## src/hdl/cppe_pkg.sv

```systemverilog
// Shared types, constants and helpers for the column post picture encoder.
package cppe_pkg;

    // Field widths
    localparam int unsigned PIX_W  = 8;
    localparam int unsigned DIM_W  = 9;
    localparam int unsigned OFS_W  = 16;
    localparam int unsigned ADDR_W = 20;
    localparam int unsigned LEN_W  = 8;

    // Default limits
    localparam int unsigned DEF_MAX_WIDTH  = 256;
    localparam int unsigned DEF_MAX_HEIGHT = 256;
    localparam int unsigned DEF_MAX_RUN    = 254;

    // Header is 8 bytes, offset entries follow
    localparam int unsigned HDR_BYTES = 8;
    localparam logic [PIX_W-1:0] COL_END_BYTE = 8'hff;

    // Configuration port
    localparam int unsigned APB_ADDR_W = 4;
    localparam int unsigned APB_DATA_W = 32;
    localparam logic [1:0] REG_WIDTH  = 2'd0;
    localparam logic [1:0] REG_HEIGHT = 2'd1;
    localparam logic [1:0] REG_LEFT   = 2'd2;
    localparam logic [1:0] REG_TOP    = 2'd3;

    localparam int unsigned QUEUE_DEPTH = 2;

    // Write slots of one item, in output order. Header slots equal their address.
    localparam int unsigned NUM_PH = 21;
    localparam int unsigned PH_W   = 5;
    localparam logic [PH_W-1:0] PH_W_LO      = 5'd0;
    localparam logic [PH_W-1:0] PH_W_HI      = 5'd1;
    localparam logic [PH_W-1:0] PH_H_LO      = 5'd2;
    localparam logic [PH_W-1:0] PH_H_HI      = 5'd3;
    localparam logic [PH_W-1:0] PH_L_LO      = 5'd4;
    localparam logic [PH_W-1:0] PH_L_HI      = 5'd5;
    localparam logic [PH_W-1:0] PH_T_LO      = 5'd6;
    localparam logic [PH_W-1:0] PH_T_HI      = 5'd7;
    localparam logic [PH_W-1:0] PH_OFF_B0    = 5'd8;
    localparam logic [PH_W-1:0] PH_OFF_B1    = 5'd9;
    localparam logic [PH_W-1:0] PH_OFF_B2    = 5'd10;
    localparam logic [PH_W-1:0] PH_OFF_B3    = 5'd11;
    localparam logic [PH_W-1:0] PH_C1_POS    = 5'd12;
    localparam logic [PH_W-1:0] PH_C1_LEN    = 5'd13;
    localparam logic [PH_W-1:0] PH_PIX       = 5'd14;
    localparam logic [PH_W-1:0] PH_OPEN_ROW  = 5'd15;
    localparam logic [PH_W-1:0] PH_OPEN_PX0  = 5'd16;
    localparam logic [PH_W-1:0] PH_OPEN_PX1  = 5'd17;
    localparam logic [PH_W-1:0] PH_C2_POS    = 5'd18;
    localparam logic [PH_W-1:0] PH_C2_LEN    = 5'd19;
    localparam logic [PH_W-1:0] PH_COL_END   = 5'd20;

    typedef struct packed {
        logic [DIM_W-1:0]        width;   // clamped
        logic [DIM_W-1:0]        height;  // clamped
        logic signed [OFS_W-1:0] left;
        logic signed [OFS_W-1:0] top;
    } cfg_t;

    // One classified item, handed from the front to the back
    typedef struct packed {
        logic [NUM_PH-1:0] ph_en;
        logic [ADDR_W-1:0] wp_base;
        logic [DIM_W-1:0]  col;
        logic [ADDR_W-1:0] c1_slot;
        logic [LEN_W-1:0]  c1_len;
        logic [PIX_W-1:0]  c1_val;
        logic [PIX_W-1:0]  px;
        logic [PIX_W-1:0]  row_lo;
        logic [ADDR_W-1:0] c2_slot;
        logic [LEN_W-1:0]  c2_len;
        logic              done;
        logic [ADDR_W-1:0] lump;
    } desc_t;

    function automatic logic [DIM_W-1:0] clamp_dim(logic [DIM_W-1:0] v, int unsigned maxv);
        logic [DIM_W-1:0] r;
        if (v == '0) begin
            r = DIM_W'(1);
        end else if (int'(v) > int'(maxv)) begin
            r = DIM_W'(maxv);
        end else begin
            r = v;
        end
        return r;
    endfunction

    function automatic logic [PH_W-1:0] low_index(logic [NUM_PH-1:0] v);
        logic [PH_W-1:0] idx;
        idx = '0;
        for (int i = NUM_PH - 1; i >= 0; i--) begin
            if (v[i]) idx = PH_W'(i);
        end
        return idx;
    endfunction

endpackage

```

## src/hdl/cppe_regs.sv

```systemverilog
// Configuration registers behind the APB-style port.
module cppe_regs #(
    parameter int unsigned MAX_WIDTH  = cppe_pkg::DEF_MAX_WIDTH,
    parameter int unsigned MAX_HEIGHT = cppe_pkg::DEF_MAX_HEIGHT
) (
    input  logic                            aclk,
    input  logic                            aresetn,
    input  logic                            psel,
    input  logic                            penable,
    input  logic                            pwrite,
    input  logic [cppe_pkg::APB_ADDR_W-1:0] paddr,
    input  logic [cppe_pkg::APB_DATA_W-1:0] pwdata,
    output logic [cppe_pkg::APB_DATA_W-1:0] prdata,
    output logic                            pready,
    output cppe_pkg::cfg_t                  cfg
);

    logic [cppe_pkg::DIM_W-1:0] width_reg, width_next;
    logic [cppe_pkg::DIM_W-1:0] height_reg, height_next;
    logic [cppe_pkg::OFS_W-1:0] left_reg, left_next;
    logic [cppe_pkg::OFS_W-1:0] top_reg, top_next;
    logic                       wr_en;
    logic [1:0]                 idx;

    assign pready = 1'b1;
    assign wr_en  = psel & penable & pwrite & pready;
    assign idx    = paddr[3:2];

    always_comb begin
        width_next  = width_reg;
        height_next = height_reg;
        left_next   = left_reg;
        top_next    = top_reg;
        if (wr_en) begin
            unique case (idx)
                cppe_pkg::REG_WIDTH:  width_next  = pwdata[cppe_pkg::DIM_W-1:0];
                cppe_pkg::REG_HEIGHT: height_next = pwdata[cppe_pkg::DIM_W-1:0];
                cppe_pkg::REG_LEFT:   left_next   = pwdata[cppe_pkg::OFS_W-1:0];
                cppe_pkg::REG_TOP:    top_next    = pwdata[cppe_pkg::OFS_W-1:0];
                default:              width_next  = width_reg;
            endcase
        end
    end

    always_ff @(posedge aclk) begin
        if (!aresetn) begin
            width_reg  <= cppe_pkg::DIM_W'(1);
            height_reg <= cppe_pkg::DIM_W'(1);
            left_reg   <= '0;
            top_reg    <= '0;
        end else begin
            width_reg  <= width_next;
            height_reg <= height_next;
            left_reg   <= left_next;
            top_reg    <= top_next;
        end
    end

    always_comb begin
        unique case (idx)
            cppe_pkg::REG_WIDTH:  prdata = cppe_pkg::APB_DATA_W'(width_reg);
            cppe_pkg::REG_HEIGHT: prdata = cppe_pkg::APB_DATA_W'(height_reg);
            cppe_pkg::REG_LEFT:   prdata = cppe_pkg::APB_DATA_W'(left_reg);
            cppe_pkg::REG_TOP:    prdata = cppe_pkg::APB_DATA_W'(top_reg);
            default:              prdata = '0;
        endcase
    end

    assign cfg.width  = cppe_pkg::clamp_dim(width_reg, MAX_WIDTH);
    assign cfg.height = cppe_pkg::clamp_dim(height_reg, MAX_HEIGHT);
    assign cfg.left   = left_reg;
    assign cfg.top    = top_reg;

endmodule

```

## src/hdl/cppe_front.sv

```systemverilog
// Front end: accepts pixels, tracks picture and run state, builds one write list per item.
module cppe_front #(
    parameter int unsigned MAX_RUN = cppe_pkg::DEF_MAX_RUN
) (
    input  logic                       aclk,
    input  logic                       aresetn,
    input  cppe_pkg::cfg_t             cfg,
    input  logic                       s_tvalid,
    output logic                       s_tready,
    input  logic [cppe_pkg::PIX_W-1:0] s_tdata,  // [7:0] pixel_value
    input  logic                       s_tuser,  // [0] opaque
    input  logic                       q_full,
    output logic                       q_push,
    output cppe_pkg::desc_t            q_wdata
);

    localparam int unsigned AW = cppe_pkg::ADDR_W;
    localparam int unsigned DW = cppe_pkg::DIM_W;

    logic [DW-1:0]              row_reg, row_next;
    logic [DW-1:0]              col_reg, col_next;
    logic [AW-1:0]              wp_reg, wp_next;
    logic                       act_reg, act_next;
    logic [cppe_pkg::LEN_W-1:0] len_reg, len_next;
    logic [AW-1:0]              slot_reg, slot_next;
    logic [cppe_pkg::PIX_W-1:0] lastv_reg, lastv_next;

    logic                       accept, op, first, c1, pix, open_run, colend, c2, done;
    logic [AW-1:0]              wp0, slot_mid;
    logic [cppe_pkg::LEN_W-1:0] len_mid;
    logic [2:0]                 adv;
    logic [cppe_pkg::NUM_PH-1:0] en;

    assign s_tready = !q_full;
    assign accept   = s_tvalid & s_tready;
    assign op       = s_tuser;

    always_comb begin
        first    = (row_reg == '0) && (col_reg == '0);
        wp0      = first ? (AW'({cfg.width, 2'b00}) + AW'(cppe_pkg::HDR_BYTES)) : wp_reg;
        // a full run closes before the opaque pixel, any run closes on a transparent one
        c1       = act_reg && (!op || (len_reg >= cppe_pkg::LEN_W'(MAX_RUN)));
        pix      = op && act_reg && !c1;
        open_run = op && !pix;
        len_mid  = pix ? (len_reg + 1'b1) : (open_run ? cppe_pkg::LEN_W'(1) : '0);
        slot_mid = open_run ? (wp0 + AW'(c1) + AW'(1)) : slot_reg;
        colend   = ({1'b0, row_reg} + 1'b1) >= {1'b0, cfg.height};
        c2       = colend && op;
        done     = colend && (({1'b0, col_reg} + 1'b1) >= {1'b0, cfg.width});
        adv      = 3'(c1) + 3'(pix) + (open_run ? 3'd4 : 3'd0) + 3'(c2) + 3'(colend);

        en = '0;
        if (first) begin
            en[cppe_pkg::PH_T_HI:cppe_pkg::PH_W_LO] = '1;
        end
        if (row_reg == '0) begin
            en[cppe_pkg::PH_OFF_B3:cppe_pkg::PH_OFF_B0] = '1;
        end
        en[cppe_pkg::PH_C1_POS]   = c1;
        en[cppe_pkg::PH_C1_LEN]   = c1;
        en[cppe_pkg::PH_PIX]      = pix;
        en[cppe_pkg::PH_OPEN_ROW] = open_run;
        en[cppe_pkg::PH_OPEN_PX0] = open_run;
        en[cppe_pkg::PH_OPEN_PX1] = open_run;
        en[cppe_pkg::PH_C2_POS]   = c2;
        en[cppe_pkg::PH_C2_LEN]   = c2;
        en[cppe_pkg::PH_COL_END]  = colend;

        wp_next    = wp0 + AW'(adv);
        act_next   = op && !colend;
        len_next   = colend ? '0 : len_mid;
        slot_next  = slot_mid;
        lastv_next = op ? s_tdata : lastv_reg;
        if (colend) begin
            row_next = '0;
            col_next = done ? '0 : (col_reg + 1'b1);
        end else begin
            row_next = row_reg + 1'b1;
            col_next = col_reg;
        end
    end

    always_comb begin
        q_wdata.ph_en   = en;
        q_wdata.wp_base = wp0;
        q_wdata.col     = col_reg;
        q_wdata.c1_slot = slot_reg;
        q_wdata.c1_len  = len_reg;
        q_wdata.c1_val  = lastv_reg;
        q_wdata.px      = s_tdata;
        q_wdata.row_lo  = row_reg[cppe_pkg::PIX_W-1:0];
        q_wdata.c2_slot = slot_mid;
        q_wdata.c2_len  = len_mid;
        q_wdata.done    = done;
        q_wdata.lump    = wp_next;
    end

    // items that cause no write never enter the queue
    assign q_push = accept && (en != '0);

    always_ff @(posedge aclk) begin
        if (!aresetn) begin
            row_reg   <= '0;
            col_reg   <= '0;
            wp_reg    <= '0;
            act_reg   <= 1'b0;
            len_reg   <= '0;
            slot_reg  <= '0;
            lastv_reg <= '0;
        end else if (accept) begin
            row_reg   <= row_next;
            col_reg   <= col_next;
            wp_reg    <= wp_next;
            act_reg   <= act_next;
            len_reg   <= len_next;
            slot_reg  <= slot_next;
            lastv_reg <= lastv_next;
        end
    end

endmodule

```

## src/hdl/cppe_queue.sv

```systemverilog
// Short queue of write lists between front and back.
module cppe_queue (
    input  logic            aclk,
    input  logic            aresetn,
    input  logic            push,
    input  cppe_pkg::desc_t wdata,
    output logic            full,
    input  logic            pop,
    output logic            rvalid,
    output cppe_pkg::desc_t rdata
);

    localparam int unsigned DEPTH = cppe_pkg::QUEUE_DEPTH;
    localparam int unsigned PTR_W = (DEPTH > 1) ? $clog2(DEPTH) : 1;
    localparam int unsigned CNT_W = $clog2(DEPTH + 1);

    cppe_pkg::desc_t  entry_reg [DEPTH];
    logic [PTR_W-1:0] wr_ptr_reg, wr_ptr_next;
    logic [PTR_W-1:0] rd_ptr_reg, rd_ptr_next;
    logic [CNT_W-1:0] cnt_reg, cnt_next;
    logic             do_push, do_pop;

    assign full    = (cnt_reg == CNT_W'(DEPTH));
    assign rvalid  = (cnt_reg != '0);
    assign rdata   = entry_reg[rd_ptr_reg];
    assign do_push = push && !full;
    assign do_pop  = pop && rvalid;

    always_comb begin
        wr_ptr_next = wr_ptr_reg;
        rd_ptr_next = rd_ptr_reg;
        if (do_push) begin
            wr_ptr_next = (wr_ptr_reg == PTR_W'(DEPTH - 1)) ? '0 : (wr_ptr_reg + 1'b1);
        end
        if (do_pop) begin
            rd_ptr_next = (rd_ptr_reg == PTR_W'(DEPTH - 1)) ? '0 : (rd_ptr_reg + 1'b1);
        end
        cnt_next = cnt_reg + CNT_W'(do_push) - CNT_W'(do_pop);
    end

    always_ff @(posedge aclk) begin
        if (!aresetn) begin
            wr_ptr_reg <= '0;
            rd_ptr_reg <= '0;
            cnt_reg    <= '0;
        end else begin
            wr_ptr_reg <= wr_ptr_next;
            rd_ptr_reg <= rd_ptr_next;
            cnt_reg    <= cnt_next;
        end
    end

    always_ff @(posedge aclk) begin
        if (do_push) begin
            entry_reg[wr_ptr_reg] <= wdata;
        end
    end

endmodule

```

## src/hdl/cppe_back.sv

```systemverilog
// Back end: walks one write list, one byte write per cycle unless the output stalls, into the output register.
module cppe_back (
    input  logic                        aclk,
    input  logic                        aresetn,
    input  cppe_pkg::cfg_t              cfg,
    input  logic                        q_valid,
    input  cppe_pkg::desc_t             q_rdata,
    output logic                        q_pop,
    output logic                        m_tvalid,
    input  logic                        m_tready,
    output logic [47:0]                 m_tdata,
    output logic                        m_tlast,
    output logic                        m_tuser
);

    localparam int unsigned AW = cppe_pkg::ADDR_W;

    cppe_pkg::desc_t             cur_reg;
    logic [cppe_pkg::NUM_PH-1:0] rem_reg, rem_next, rem_after;
    logic                        busy, out_free, emit, last, take;
    logic [cppe_pkg::PH_W-1:0]   ph;
    logic [AW-1:0]               slot_base, base, addr;
    logic [2:0]                  ofs, c1_o, run_o, end_o;
    logic [cppe_pkg::PIX_W-1:0]  wbyte;

    logic                        vld_reg, vld_next;
    logic [AW-1:0]               addr_reg;
    logic [cppe_pkg::PIX_W-1:0]  byte_reg;
    logic [AW-1:0]               lump_reg;
    logic                        last_reg, done_reg;

    assign busy      = (rem_reg != '0);
    assign out_free  = !vld_reg || m_tready;
    assign emit      = busy && out_free;
    assign rem_after = rem_reg & (rem_reg - 1'b1);
    assign last      = (rem_after == '0);
    assign take      = !busy || (emit && last);
    assign q_pop     = take && q_valid;
    assign ph        = cppe_pkg::low_index(rem_reg);

    always_comb begin
        rem_next = rem_reg;
        if (q_pop) begin
            rem_next = q_rdata.ph_en;
        end else if (emit) begin
            rem_next = rem_after;
        end
    end

    // byte positions after the column entry, relative to the item's base position
    always_comb begin
        c1_o      = 3'(cur_reg.ph_en[cppe_pkg::PH_C1_POS]);
        run_o     = c1_o + 3'(cur_reg.ph_en[cppe_pkg::PH_PIX])
                  + (cur_reg.ph_en[cppe_pkg::PH_OPEN_ROW] ? 3'd4 : 3'd0);
        end_o     = run_o + 3'(cur_reg.ph_en[cppe_pkg::PH_C2_POS]);
        slot_base = AW'({cur_reg.col, 2'b00}) + AW'(cppe_pkg::HDR_BYTES);
    end

    always_comb begin
        base  = cur_reg.wp_base;
        ofs   = '0;
        wbyte = '0;
        unique case (ph)
            cppe_pkg::PH_W_LO, cppe_pkg::PH_W_HI, cppe_pkg::PH_H_LO, cppe_pkg::PH_H_HI,
            cppe_pkg::PH_L_LO, cppe_pkg::PH_L_HI, cppe_pkg::PH_T_LO,
            cppe_pkg::PH_T_HI: begin
                // header slot code is the header byte address
                base = '0;
                ofs  = ph[2:0];
                unique case (ph)
                    cppe_pkg::PH_W_LO: wbyte = cfg.width[7:0];
                    cppe_pkg::PH_W_HI: wbyte = 8'(cfg.width[cppe_pkg::DIM_W-1:8]);
                    cppe_pkg::PH_H_LO: wbyte = cfg.height[7:0];
                    cppe_pkg::PH_H_HI: wbyte = 8'(cfg.height[cppe_pkg::DIM_W-1:8]);
                    cppe_pkg::PH_L_LO: wbyte = cfg.left[7:0];
                    cppe_pkg::PH_L_HI: wbyte = cfg.left[15:8];
                    cppe_pkg::PH_T_LO: wbyte = cfg.top[7:0];
                    default:           wbyte = cfg.top[15:8];
                endcase
            end
            cppe_pkg::PH_OFF_B0: begin
                base  = slot_base;
                wbyte = cur_reg.wp_base[7:0];
            end
            cppe_pkg::PH_OFF_B1: begin
                base  = slot_base;
                ofs   = 3'd1;
                wbyte = cur_reg.wp_base[15:8];
            end
            cppe_pkg::PH_OFF_B2: begin
                base  = slot_base;
                ofs   = 3'd2;
                wbyte = 8'(cur_reg.wp_base[AW-1:16]);
            end
            cppe_pkg::PH_OFF_B3: begin
                base  = slot_base;
                ofs   = 3'd3;
                wbyte = '0;
            end
            cppe_pkg::PH_C1_POS: begin
                wbyte = cur_reg.c1_val;
            end
            cppe_pkg::PH_C1_LEN: begin
                base  = cur_reg.c1_slot;
                wbyte = cur_reg.c1_len;
            end
            cppe_pkg::PH_PIX: begin
                ofs   = c1_o;
                wbyte = cur_reg.px;
            end
            cppe_pkg::PH_OPEN_ROW: begin
                ofs   = c1_o;
                wbyte = cur_reg.row_lo;
            end
            cppe_pkg::PH_OPEN_PX0: begin
                ofs   = c1_o + 3'd2;
                wbyte = cur_reg.px;
            end
            cppe_pkg::PH_OPEN_PX1: begin
                ofs   = c1_o + 3'd3;
                wbyte = cur_reg.px;
            end
            cppe_pkg::PH_C2_POS: begin
                ofs   = run_o;
                wbyte = cur_reg.px;
            end
            cppe_pkg::PH_C2_LEN: begin
                base  = cur_reg.c2_slot;
                wbyte = cur_reg.c2_len;
            end
            cppe_pkg::PH_COL_END: begin
                ofs   = end_o;
                wbyte = cppe_pkg::COL_END_BYTE;
            end
            default: begin
                base  = cur_reg.wp_base;
                wbyte = '0;
            end
        endcase
        addr = base + AW'(ofs);
    end

    always_comb begin
        vld_next = vld_reg;
        if (emit) begin
            vld_next = 1'b1;
        end else if (m_tready) begin
            vld_next = 1'b0;
        end
    end

    always_ff @(posedge aclk) begin
        if (!aresetn) begin
            rem_reg <= '0;
            vld_reg <= 1'b0;
        end else begin
            rem_reg <= rem_next;
            vld_reg <= vld_next;
        end
    end

    always_ff @(posedge aclk) begin
        if (q_pop) begin
            cur_reg <= q_rdata;
        end
        if (emit) begin
            addr_reg <= addr;
            byte_reg <= wbyte;
            lump_reg <= cur_reg.lump;
            last_reg <= last;
            done_reg <= last && cur_reg.done;
        end
    end

    assign m_tvalid = vld_reg;
    assign m_tdata  = {lump_reg, byte_reg, addr_reg};
    assign m_tlast  = last_reg;
    assign m_tuser  = done_reg;

endmodule

```

## src/hdl/column_post_patch_encoder.sv

```systemverilog
// Column post picture encoder: pixels in, byte writes of the picture out.
// Throughput: one byte write per cycle on m_tdata unless stalled; a pixel takes one write in a
// run, up to 18 at picture start; the front takes one item per cycle while the queue has room.
// Reset (aresetn low, synchronous): counters, run state, queue and output cleared;
// width and height 1, offsets 0.
module column_post_patch_encoder #(
    parameter int unsigned MAX_WIDTH  = cppe_pkg::DEF_MAX_WIDTH,
    parameter int unsigned MAX_HEIGHT = cppe_pkg::DEF_MAX_HEIGHT,
    parameter int unsigned MAX_RUN    = cppe_pkg::DEF_MAX_RUN
) (
    input  logic                            aclk,
    input  logic                            aresetn,
    input  logic                            s_tvalid,
    output logic                            s_tready,
    input  logic [7:0]                      s_tdata,   // [7:0] pixel_value
    input  logic                            s_tuser,   // [0] opaque
    output logic                            m_tvalid,
    input  logic                            m_tready,
    output logic [47:0]                     m_tdata,   // [19:0] write_addr, [27:20] write_byte,
                                                       // [47:28] lump_length
    output logic                            m_tlast,   // last_of_item
    output logic                            m_tuser,   // [0] image_done
    input  logic                            psel,
    input  logic                            penable,
    input  logic                            pwrite,
    input  logic [cppe_pkg::APB_ADDR_W-1:0] paddr,
    input  logic [cppe_pkg::APB_DATA_W-1:0] pwdata,
    output logic [cppe_pkg::APB_DATA_W-1:0] prdata,
    output logic                            pready
);

    cppe_pkg::cfg_t  cfg;
    cppe_pkg::desc_t q_wdata, q_rdata;
    logic            q_push, q_full, q_pop, q_valid;

    cppe_regs #(
        .MAX_WIDTH (MAX_WIDTH),
        .MAX_HEIGHT(MAX_HEIGHT)
    ) u_regs (
        .aclk   (aclk),
        .aresetn(aresetn),
        .psel   (psel),
        .penable(penable),
        .pwrite (pwrite),
        .paddr  (paddr),
        .pwdata (pwdata),
        .prdata (prdata),
        .pready (pready),
        .cfg    (cfg)
    );

    cppe_front #(
        .MAX_RUN(MAX_RUN)
    ) u_front (
        .aclk    (aclk),
        .aresetn (aresetn),
        .cfg     (cfg),
        .s_tvalid(s_tvalid),
        .s_tready(s_tready),
        .s_tdata (s_tdata),
        .s_tuser (s_tuser),
        .q_full  (q_full),
        .q_push  (q_push),
        .q_wdata (q_wdata)
    );

    cppe_queue u_queue (
        .aclk   (aclk),
        .aresetn(aresetn),
        .push   (q_push),
        .wdata  (q_wdata),
        .full   (q_full),
        .pop    (q_pop),
        .rvalid (q_valid),
        .rdata  (q_rdata)
    );

    cppe_back u_back (
        .aclk    (aclk),
        .aresetn (aresetn),
        .cfg     (cfg),
        .q_valid (q_valid),
        .q_rdata (q_rdata),
        .q_pop   (q_pop),
        .m_tvalid(m_tvalid),
        .m_tready(m_tready),
        .m_tdata (m_tdata),
        .m_tlast (m_tlast),
        .m_tuser (m_tuser)
    );

endmodule

```

## config.mk

```make
export PLATFORM = sky130hd
export DESIGN_NAME = column_post_patch_encoder
export DESIGN_NICKNAME = d
export VERILOG_FILES = /design/src/hdl/cppe_pkg.sv /design/src/hdl/cppe_regs.sv /design/src/hdl/cppe_front.sv /design/src/hdl/cppe_queue.sv /design/src/hdl/cppe_back.sv /design/src/hdl/column_post_patch_encoder.sv
export SDC_FILE = /design/constraint.sdc
export NUM_CORES = 1
export LEC_CHECK = 0
export BUFFER_PORTS_ARGS = -buffer_cell sky130_fd_sc_hd__buf_4
export CORE_MARGIN = 8
export CORE_UTILIZATION = 60
export DETAILED_ROUTE_END_ITERATION = 10
export GPL_TIMING_DRIVEN = 0
export HOLD_SLACK_MARGIN = 0.05
export PLACE_DENSITY = 0.79
export SLEW_MARGIN = 20
export SYNTH_ARGS = -nofsm -noshare
export SYNTH_HDL_FRONTEND = slang
export SYNTH_HIERARCHICAL = 1
export SYNTH_SLANG_ARGS = --single-unit
```

## constraint.sdc

```tcl
create_clock -name aclk -period 10.88 [get_ports aclk]
set_input_delay 2.176 -clock aclk [delete_from_list [all_inputs] [get_ports aclk]]
set_output_delay 2.176 -clock aclk [all_outputs]
set_load 0.01 [all_outputs]
```

==> impl_metrics.env <==
export IMPL_status="finished, final reports clean"
export IMPL_async_reset_ff_frac=0
export IMPL_num_rows=80
export IMPL_netlist_instances=2214
export IMPL_busiest_layer="met2"
export IMPL_ant_nets=0
export IMPL_cts_setup_buffers=0
export IMPL_use_met1=0.351
export IMPL_cts_htree_levels=3
export IMPL_dpl_hpwl_mm=55.4
export IMPL_finalCritPeriodShare=0.606
export IMPL_path_cells="ha_1 > nand3_1 > or2_2 > xnor2_1 > ha_1 > or3_1 > a221oi_1 > o21ai_0 > nor2b_1 > buf_6 > inv_1 > and2_1 > ha_1 > ha_1 > ha_1 > xnor2_1 > ha_1 > a21oi_1 > nand2_1 > nand3_1 > a211oi_2 > nand4_1 > or3_1 > a31oi_1"
export IMPL_multi_input_area_um2=10100
export IMPL_rsz0062_at_grt="false"
export IMPL_relSlewSlack=0.310
export IMPL_via_per_inst=6.25
export IMPL_critPathSlowestCell="dfxtp_1"
export IMPL_clock_skew_ns=0.0390
export IMPL_cpMostUsedCell="ha_1"
export IMPL_cts_tree="done"
export IMPL_yosys_warnings=6
export IMPL_cts_sinks=638
export IMPL_arrival_ns=7.13
export IMPL_power_mw=10.9
export IMPL_mostFrequentLayoutCell="edfxtp_1"
export IMPL_grt_max_degree=90
export IMPL_wl_mm=76.5
export IMPL_io_pins=137
export IMPL_yosysTopAreaCell="edfxtp_1"
export IMPL_final_hold_viol_count=0
export IMPL_ys_flop_type="edfxtp_1"
export IMPL_wl_per_cell_um=24.8
export IMPL_seqCellArea_um2=17600
export IMPL_slew_viol_final=0
export IMPL_p_leak_nw=12.3
export IMPL_clkTransAtPathRegs_ns=0.06
export IMPL_fmax_ghz=0.152
export IMPL_grt_util_met3=0.0456
export IMPL_hold_path_class="register to register"
export IMPL_dr_pass1_iters=6
export IMPL_clk_latency_ns=0.62
export IMPL_cts_root_buf="clkbuf_16"
export IMPL_cts_resized_gates=0
export IMPL_start_util=0.607
export IMPL_die_width_um=236
export IMPL_hold_slack_ns=0.396
export IMPL_grt_pass1_vias=18934
export IMPL_die_h_um=236
export IMPL_irDropWorstVdd_mv=0.364
export IMPL_synth_edf_count=486
export IMPL_path_max_fanout=9
export IMPL_clk_path_buf_depth=3
export IMPL_cp_data_required_time_ns=11.42
export IMPL_die_area_um2=55500
export IMPL_finalNetCount=2508
export IMPL_yosys_area_top_type_share=0.504
export IMPL_most_common_layout_cells="486 x edfxtp_1, 244 x nand2_1, 158 x buf_4, 152 x dfxtp_1, 98 x nor2_1"
export IMPL_setup_viol=0
export IMPL_drc=0
export IMPL_ys_seq_area_frac=0.610
export IMPL_grt_pass1_wl_mm=115
export IMPL_worst_path_buf_inv=2
export IMPL_overflow=0
export IMPL_ys_seq_elements=638
export IMPL_finalCriticalPeriod_ns=6.59
export IMPL_grtUsageMet2=0.434
export IMPL_cts_hold_buf=0
export IMPL_coreArea_um2=47600
export IMPL_syn_to_final_growth_pct=14.4
export IMPL_layout_drive_gt1_share=0.219
export IMPL_place_congestion=0.949
export IMPL_cts_buffers=67
export IMPL_drt_initial_drc_count=2346
export IMPL_grt_use_total=0.268
export IMPL_synthTopCellsByArea="edfxtp_1 50%, dfxtp_1 11%, mux2_4 4.7%"
export IMPL_cp_slowest_stage_delay_ns=0.50
export IMPL_fillers=3217
export IMPL_critPathLaunchType="register"
export IMPL_maxCapViolCount=0
export IMPL_largest_reg_flops=302
export IMPL_path_class="register to register"
export IMPL_diodes=0
export IMPL_syn_area_um2=28900
export IMPL_critPathCaptureType="register"
export IMPL_crit_family="simple AND/OR/NAND/NOR gates"
export IMPL_syn_avg_cell_area_um2=13.1
export IMPL_antenna_found_initial=0
export IMPL_vias=19238
export IMPL_yosysUniqueCellTypes=104
export IMPL_powerDensity_nw_per_um2=330
export IMPL_worstMarginPinSlew_ns=1.03
export IMPL_io_buffers=101
[power by group]
group	internal, mW	switching (mW)
logic	1.54	3.00
registers	3.76	0.325
clock network	1.35	0.960
[worst register-to-register path: cells and delay by family (launching register included)]
family	cells	cell delay [ns]
AO/OA/AOI/OAI	5	1.22
XOR/XNOR	2	0.29
adder cells (fa/ha/maj)	6	1.64
buffers and inverters	2	0.32
flip-flops	1	0.50
AND/OR/NAND/NOR	9	2.54
[synth_stat cells, types with 17 or more instances]
cell / instances
nor2b_1: 36
nand4_1: 19
xor2_1: 33
and2_1: 17
mux2_2: 65
a22oi_1: 24
nand3_1: 78
ha_1: 42
o21ai_0: 84
nand2_1: 244
buf_6: 20
mux2_4: 90
clkbuf_1: 64
buf_2: 20
inv_1: 63
mux2i_1: 64
nor2_1: 99
xnor2_1: 53
edfxtp_1: 486
buf_4: 57
nor3_1: 23
dfxtp_1: 152
a21oi_1: 70
[layout make-up]
class                      count  area share
inverter                      66     0.00771
multi-input combinational   1360       0.305
timing repair buffer         113      0.0320
tap                          615      0.0233
sequential                   638       0.533
clock inverter                35      0.0118
clock buffer                  88      0.0564
buffer                       165      0.0310
[layer usage]
| layer | vias up | share of wire |
|---|---|---|
| li1 | 8567 | - |
| met1 | 9429 | 0.40 |
| met2 | 1043 | 0.47 |
| met3 | 199 | 0.082 |
| met4 | 0 | 0.050 |
| met5 | - | 0 |
[cell families (layout without fill, tap and decap cells)]
group | Yosys count | in the layout | share of synthesized area
fa+ha+maj | 46 | 46 | 0.0206
xor+xnor | 86 | 86 | 0.0260
compound gates | 352 | 352 | 0.0870
simple gates | 631 | 631 | 0.111
mux | 228 | 228 | 0.101
buf+inv | 231 | 467 | 0.0440
flops | 638 | 638 | 0.610
other cells | 2 | 17 | 0.000260
[worst paths after layout]
check                     startpoint             endpoint  slack [ns]  cells past startpoint
setup / recovery  u_front/row_reg[0]   u_front/wp_reg[13]        4.29                     24
hold / removal    u_back/cur_reg[17]  u_back/lump_reg[17]        0.40                      0
setup reg to reg  u_front/row_reg[0]   u_front/wp_reg[13]        4.29                     24
hold reg to reg   u_back/cur_reg[17]  u_back/lump_reg[17]        0.40                      0
[stage by stage]
step / utilization / instances / worst slack [ns] / setup TNS, ns / area [um2]
2_1_floorplan: - / 2229 / 0.854 / 0 / 29000
3_3_place_gp: 0.640 / 2945 / -3.44 / -518.23 / 30500
3_5_place_dp: 0.647 / 2957 / 4.57 / 0 / 30800
4_1_cts: 0.695 / 3080 / 4.44 / 0 / 33100
5_1_grt: 0.695 / 3080 / 4.07 / 0 / 33100
6_report: 0.695 / 3080 / 4.29 / 0 / 33100
(Power assumes the default switching activity.)
